[src/swm_pkg.sv]
// Shared types and constants for the sliding-window median core.
// Used by swm_cell and sliding_window_median_core; depends on nothing.

package swm_pkg;

    // Largest window the cell row is built for.
    localparam int WINDOW_MAX = 32;

    // Field widths fixed by the interface.
    localparam int SAMPLE_W = 32;
    localparam int MEDIAN_W = 33;
    localparam int CFG_W    = 6;

    // Ring slot tag width and fill counter width follow from the row length.
    localparam int TAG_W = (WINDOW_MAX > 1) ? $clog2(WINDOW_MAX) : 1;
    localparam int CNT_W = $clog2(WINDOW_MAX + 1);

    localparam logic [CFG_W-1:0] WINDOW_RESET = CFG_W'(3);

    // Values broadcast from the control logic to every cell.
    typedef struct packed {
        logic                upd;
        logic                full;
        logic [SAMPLE_W-1:0] sample;
        logic [TAG_W-1:0]    ptr;
    } cell_bcast_t;

    // What a cell shows to its neighbors.
    typedef struct packed {
        logic                valid;
        logic                le;
        logic                rm;
        logic [SAMPLE_W-1:0] value;
        logic [TAG_W-1:0]    tag;
    } cell_out_t;

endpackage

[src/swm_cell.sv]
// One cell of the sorted row: holds one window sample and its ring slot tag.
// Depends on swm_pkg for cell_bcast_t and cell_out_t.

module swm_cell
    import swm_pkg::*;
(
    input  logic        clk,
    input  cell_bcast_t bc,
    input  logic        valid,
    input  cell_out_t   left,
    input  cell_out_t   right,
    input  logic        rmb_in,
    output logic        rmb_out,
    output cell_out_t   self_out
);

    logic [SAMPLE_W-1:0] value_reg;
    logic [SAMPLE_W-1:0] value_next;
    logic [TAG_W-1:0]    tag_reg;
    logic [TAG_W-1:0]    tag_next;
    logic                shift_here;
    cell_out_t           cur;
    cell_out_t           prv;

    always_comb
    begin
        self_out.valid = valid;
        self_out.le    = valid && ($signed(value_reg) <= $signed(bc.sample));
        self_out.rm    = valid && bc.full && (tag_reg == bc.ptr);
        self_out.value = value_reg;
        self_out.tag   = tag_reg;

        // Once the evicted entry lies at or below this cell, the row closes up
        // and this slot sees the entry to its right.
        shift_here = rmb_in | self_out.rm;
        cur        = shift_here ? right : self_out;
        prv        = rmb_in ? self_out : left;

        if (cur.le)
        begin
            value_next = cur.value;
            tag_next   = cur.tag;
        end
        else if (prv.le)
        begin
            value_next = bc.sample;
            tag_next   = bc.ptr;
        end
        else
        begin
            value_next = prv.value;
            tag_next   = prv.tag;
        end
    end

    assign rmb_out = shift_here;

    always_ff @(posedge clk)
    begin
        if (bc.upd)
        begin
            value_reg <= value_next;
            tag_reg   <= tag_next;
        end
    end

endmodule

[config.mk]
export PLATFORM = sky130hd
export DESIGN_NAME = swm_cell
export DESIGN_NICKNAME = d
export VERILOG_FILES = /design/src/swm_pkg.sv /design/src/swm_cell.sv
export SDC_FILE = /design/constraint.sdc
export NUM_CORES = 1
export LEC_CHECK = 0
export BUFFER_PORTS_ARGS = -buffer_cell sky130_fd_sc_hd__buf_2
export CELL_PAD_IN_SITES_DETAIL_PLACEMENT = 1
export CELL_PAD_IN_SITES_GLOBAL_PLACEMENT = 1
export CORE_UTILIZATION = 36
export DETAILED_ROUTE_END_ITERATION = 7
export HOLD_SLACK_MARGIN = 0.15
export PLACE_DENSITY = 0.89
export SLEW_MARGIN = 20
export SYNTH_ARGS = -nofsm -noshare
export SYNTH_HDL_FRONTEND = slang
export SYNTH_SLANG_ARGS = --single-unit
[constraint.sdc]
create_clock -name clk -period 9.1 [get_ports clk]
set_input_delay 0.91 -clock clk [delete_from_list [all_inputs] [get_ports clk]]
set_output_delay 0.91 -clock clk [all_outputs]
set_load 0.02 [all_outputs]
==> results of run 1 <==
## stage by stage
step / cell area [µm²] / cells / power (W) / worst slack, ns
global placement: 4030 / 587 / 0.000398 / 4.72
floorplan: 3180 / 339 / 0.000335 / 5.26
global route: 4110 / 594 / 0.000547 / 4.57
finish: 4110 / 594 / 0.000520 / 4.80
detailed placement: 4030 / 587 / 0.000410 / 4.67
CTS: 4110 / 594 / 0.000524 / 4.72
## Yosys cell counts, types with 2 or more instances
library cell	instances	area share, %
a21boi_0	2	0.47
clkbuf_1	10	1.2
a22oi_1	30	7.1
nor2_1	4	0.47
buf_4	5	1.2
buf_6	3	1.1
nand4_1	7	1.4
ha_1	32	13
nand3_1	4	0.63
and4_1	4	1.1
nor3b_1	2	0.47
o21ai_0	2	0.32
edfxtp_1	37	35
nand2_1	67	7.9
a21oi_1	13	2.0
a221o_1	40	13
nand2b_1	2	0.39
inv_1	36	4.3
a21o_1	3	0.71
nor3_1	4	0.63
nor2b_1	3	0.59
a31oi_1	5	0.99
xnor2_1	4	1.1
a22o_1	5	1.4
## area by class of cell
class	instances	area [µm²]	area share, %
inverters	36	135	3.29
clock inverters	1	3.75	0.0913
repair buffers	161	813	19.8
well taps	105	131	3.20
multi-input cells	248	1840	44.9
flip-flops and latches	37	1110	27.0
clock buffers	6	72.6	1.77
## path summary, 6_finish.rpt
kind / startpoint / end / slack [ns] / depth (start not counted)
max: bc[35] / self_out[38] / 4.80 / 11
min: left[3] / tag_reg[3] / 0.92 / 2
max reg2reg: value_reg[31] / value_reg[26] / 5.32 / 9
min reg2reg: tag_reg[3] / value_reg[0] / 1.11 / 6
## critical path, stage by stage
cell	delay, ns
buf_2	0.10
inv_1	0.04
ha_1	0.31
nand4_1	0.19
nor4_2	0.40
and4_1	0.32
o311ai_1	0.16
a31o_1	0.25
a21oi_2	0.45
inv_1	0.07
buf_2	0.17
## kinds of logic (layout without fill, tap and decap cells)
| group | count (synthesis) | after routing |
|---|---|---|
| flip-flops | 37 | 37 |
| XOR/XNOR | 5 | 5 |
| multiplexers | 2 | 2 |
| AND/OR/NAND/NOR | 101 | 101 |
| buffers and inverters | 54 | 204 |
| AO/OA/AOI/OAI | 108 | 108 |
| adder cells (fa/ha/maj) | 32 | 32 |
## layer usage
| metal | up-vias | track usage, % | routed length [µm] |
|---|---|---|---|
| met4 | 0 | 9.08 | 287 |
| met5 | - | 0 | 0 |
| met1 | 1678 | 26.0 | 4310 |
| met3 | 21 | 3.95 | 632 |
| li1 | 1610 | - | - |
| met2 | 130 | 47.1 | 5880 |
## power by group through the flow
stage                     Combinational (W)  Clock, W  Sequential (W)
final                              0.000183  0.000113        0.000224
after global routing               0.000201  0.000121        0.000225
after CTS                          0.000183  0.000117        0.000224
after detailed placement           0.000182         0        0.000227
after global placement             0.000173         0        0.000225
after floorplan                   0.0000876         0        0.000248
==> summary.md, run 1 <==
| Metric | Value |
|---|---|
| Mapped Avg Cell Area | 9.37 µm² |
| Main combinational cell family by area after synthesis | compound AO/OA/AOI/OAI gates |
| Final hold violation count | 0 |
| Top-Level Pins | 163 |
| Status | finished, final reports clean |
| CP Capture Type | output pin |
| First-pass GRT wire length | 17000 µm |
| Vias after detailed routing | 3439 |
| Post-cts resize count | 0 |
| Synthesized-area fraction occupied by adder cells | 12.6% |
| Vias in the first global route | 3597 |
| WL/cell | 18.7 µm |
| Fmax | 233 MHz |
| Syn nets | 493 |
| Clk pin slew, worst setup/hold paths | 0.08 ns |
| Mux share of post-synthesis cell area | 0.788% |
| Most frequent cells in the layout | buf_2, nand2_1, a221o_1, edfxtp_1, inv_1 |
| Post-DP HPWL | 8300 µm |
| Final nets | 643 |
| Register share of total power | 43.0% |
| Post-Synth Simple-Gate Area | 14.7% |
| Leakage | 2.10 nW |
| XOR/XNOR Fraction of Synth Area | 1.38% |
| Synth Area in Compound Gates | 27.9% |
| Pin count of the biggest net entering global routing | 40 |
| Die Span X | 95.9 µm |
| Final Core Density | 49.1% |
| Pwr dens | 127 mW/mm² |
| Fillcell total | 1023 |
| Worst-Margin Slew | 0.980 ns |
| Final setup violation count | 0 |
| P_int | 0.000340 W |
| Deepest clock path buffer count | 2 |
| Clock skew | 0.00846 ns |
| Clk sinks | 37 |
| Synthesized flop and latch total | 37 |
| Setup TNS | 0 ns |
| GRT Util Overall | 24.3% |
| Gpl congestion | 0.793 |
| Initial antenna violation count | 0 |
| Vias/cell | 5.79 |
| Hold_ws | 0.920 ns |
| Setup CP Type | primary input to output pin |
| Final Critical Period | 4.30 ns |
| Worst Hold Class | primary input to flip-flop |
| GRT Residual Overflow | 0 |
| Post-CTS setup buffer count | 0 |
| Clock group share of total power | 21.8% |
| Port bufs | 158 |
| Post-synth EDFFs | 37 |
| Antenna viol nets, final | 0 |
| Num rows | 33 |
| Slew headroom | 34.5% |
| Async SR Flop Fraction | 0% |
| Die height | 95.9 µm |
| CTS Buf Count | 5 |
| Worst EP required | 8.19 ns |
| Post-CTS Hold Buffers | 0 |
| Die area | 0.00920 mm² |
| RSZ-0062 raised after global routing | false |
| Register area share after synthesis | 35.0% |
| 1st-pass router iterations | 5 |
| Mapped Cells | 339 |
| Antenna cells | 0 |
| VDD IR max | 0.0483 mV |
| Max-slew violation count | 0 |
| Worst Path Max Fanout | 11 |
| Synth cell types | 39 |
| Logic pwr share | 35.2% |
| Total wire length | 11100 µm |
| Max reg flops | 32 |
| Max-cap violation count | 0 |
| Cell Area, Synth | 0.00318 mm² |
| Worst skew pair latency | 0.29 ns |
| CTS HTree Levels | 2 |
| Commonest non-fill, non-tap cell in the layout | buf_2 |
| Switching Fraction | 34.6% |
| Top FF cell, synth | edfxtp_1 |
| Clk root buf | clkbuf_8 |
| Yosys warnings | 0 |
| Core area | 0.00838 mm² |
| Initial DRC count | 135 |
| Net Sw Power | 0.000180 W |
| Element type at the critical path start | primary input |
| TritonCTS clock tree | yes |
| Fin crit share | 47.2% |
| Syn-to-layout area delta | 29.5% |
| Initial Utilization | 37.9% |
| Fraction of layout cells with a size suffix above 1 | 35.8% |
| Worst path arrival time | 3.39 ns |
| DRC | 0 |
No activity file was read; power rests on OpenSTA's default activity.
==> run 2, diff against run 1 <==
Settings changed: CORE_UTILIZATION 36 to 30, PLACE_DENSITY 0.89 to 0.8.
Clock period 9.1 ns to 3.8 ns, I/O delays scaled along.
==> run 2 against run 1 <==
Via count shrank 3.1%. Sequential cell count is the same. Sequential power grew 140%. Clock skew grew 0.0022 ns. Critical path depth shrank 2. Combinational power grew 140%. Largest cell class unchanged. Largest power group unchanged.
==> summary.md, run 2 (same netlist as run 1, synthesis figures left out) <==
| Metric | Value |
|---|---|
| Initial DRC count | 121 (-10%) |
| Post-CTS Hold Buffers | 0 (unchanged) |
| Setup TNS | 0 ns (unchanged) |
| Met1 Wirelength | 4340 µm (+0.91%) |
| Post-DP HPWL | 8270 µm (-0.41%) |
| Final hold violation count | 0 (unchanged) |
| TritonCTS clock tree | yes |
| Max-slew violation count | 0 (unchanged) |
| CTS Buf Count | 5 (unchanged) |
| Port bufs | 158 (unchanged) |
| Initial Utilization | 30.9% (-7.0 points) |
| RSZ-0062 raised after global routing | false |
| Fmax | 291 MHz |
| Setup CP Type | flip-flop to flip-flop |
| Max reg flops | 32 (unchanged) |
| Pwr dens | 299 mW/mm² (+140%) |
| Logic pwr share | 35.0% (-0.2 points) |
| Fraction of layout cells with a size suffix above 1 | 36.4% (+0.65 points) |
| Pre-CTS WS | 0.165 ns (-4.50 ns) |
| WL/cell | 17.0 µm (-9.2%) |
| DRC | 0 (unchanged) |
| Worst skew pair latency | 0.29 ns (about the same) |
| Area occupied by multi-input gates | 0.00184 mm² (-0.34%) |
| Post-CTS setup buffer count | 0 (unchanged) |
| Worst EP required | 3.84 ns (-4.35 ns) |
| Clk sinks | 37 (unchanged) |
| Clock skew | 0.0106 ns (+0.00216 ns) |
| Die area | 0.0110 mm² (+20%) |
| Syn-to-layout area delta | 32.0% |
| Most frequent cells in the layout | buf_2, nand2_1, a221o_1, edfxtp_1, inv_1 |
| Vias after detailed routing | 3331 (-3.1%) |
| Num rows | 37 (+12%) |
| Top-Level Pins | 163 (unchanged) |
| Routed wl met3 | 625 µm (-1.1%) |
| Max-cap violation count | 0 (unchanged) |
| Final Critical Period | 3.43 ns |
| WL met2 | 5630 µm (-4.2%) |
| GRT Util Overall | 19.9% (-4.4 points) |
| VDD IR max | 0.130 mV (+170%) |
| Deepest clock path buffer count | 2 (unchanged) |
| 1st-pass router iterations | 4 (-1) |
| Slew headroom | 66.4% (+32 points) |
| Gpl congestion | 0.788 (-0.63%) |
| Fin crit share | 90.4% |
| P_int | 0.000826 W (+140%) |
| Initial antenna violation count | 0 (unchanged) |
| FF/Latch Area | 0.00111 mm² (unchanged) |
| Antenna cells | 0 (unchanged) |
| GRT Residual Overflow | 0 (unchanged) |
| Total wire length | 10700 µm (-3.7%) |
| Worst-Margin Slew | 0.491 ns (-0.488 ns) |
| Top Metal Used | met4 |
| Die height | 105 µm (+9.3%) |
| Net Sw Power | 0.000428 W (+140%) |
| Clk pin slew, worst setup/hold paths | 0.08 ns (about the same) |
| CP Capture Type | flip-flop |
| Commonest non-fill, non-tap cell in the layout | buf_2 |
| Die Span X | 105 µm (+9.3%) |
| Clk root buf | clkbuf_8 |
| Worst Path Max Fanout | 35 (+24) |
| Core area | 0.0103 mm² (+23%) |
| First-pass GRT wire length | 17500 µm (+2.7%) |
| Register share of total power | 42.6% (-0.4 points) |
| Post-cts resize count | 0 (unchanged) |
| CTS HTree Levels | 2 (unchanged) |
| Final setup violation count | 0 (unchanged) |
| Clock group share of total power | 22.4% (+0.6 points) |
| Element type at the critical path start | flip-flop |
| Final WS setup | 0.367 ns (-4.43 ns) |
| Final Core Density | 40.8% (-8.3 points) |
| Status | finished, final reports clean |
| Antenna viol nets, final | 0 (unchanged) |
| Worst Hold Class | primary input to flip-flop |
| Fillcell total | 1285 (+26%) |
| Switching Fraction | 34.1% (-0.43 points) |
| Pin count of the biggest net entering global routing | 38 (-5.0%) |
| Final nets | 647 (+0.62%) |
| Vias/cell | 5.29 (-8.7%) |
| Hold_ws | 0.390 ns (-0.530 ns) |
| Vias in the first global route | 3559 (-1.1%) |
| Worst path arrival time | 3.47 ns (+0.08 ns) |
| Leakage | 2.11 nW (+0.63%) |
run 2: through the flow:
stage	instance area [µm²]	instances	total power, W
detailed placement	4110	622	0.000988
global placement	4110	622	0.000968
CTS	4190	630	0.00127
finish	4190	630	0.00125
floorplan	3180	339	0.000802
global route	4190	630	0.00133
run 2: critical path: stages, from the launching register on:
cell and delay, ns:
edfxtp_1 0.40, ha_1 0.34, nand4_1 0.18, nor4_2 0.41
and4_1 0.33, o311ai_1 0.16, a31o_1 0.25, a21oi_2 0.18
mux2_4 0.50, a221o_1 0.43
run 2: cell type report:
type | count | area share, %
inverter | 36 | 3.22
timing repair buffer | 165 | 20.4
clock buffer | 8 | 1.91
tap | 136 | 4.06
multi-input combinational | 248 | 43.9
sequential | 37 | 26.5
run 2: routing by layer:
metal / up-vias / GRT usage, %
li1: 1620 / -
met1: 1590 / 23.1
met2: 112 / 37.6
met3: 9 / 3.74
met4: 0 / 3.92
met5: - / 0
run 2: power by group through the flow:
stage	clock network (W)	logic [W]	registers, W
2_1_floorplan	0	0.000210	0.000593
3_3_place_gp	0	0.000427	0.000541
3_5_place_dp	0	0.000444	0.000544
4_1_cts	0.000293	0.000445	0.000535
5_1_grt	0.000296	0.000490	0.000540
6_report	0.000281	0.000440	0.000534
run 2: final timing paths:
kind	slack, ns	start	cells after the start	end
worst max-delay path	0.37	value_reg[30]	9	value_reg[4]
worst min-delay path	0.39	left[1]	2	tag_reg[1]
worst max register to register	0.37	value_reg[30]	9	value_reg[4]
worst min register to register	1.13	tag_reg[4]	6	value_reg[0]
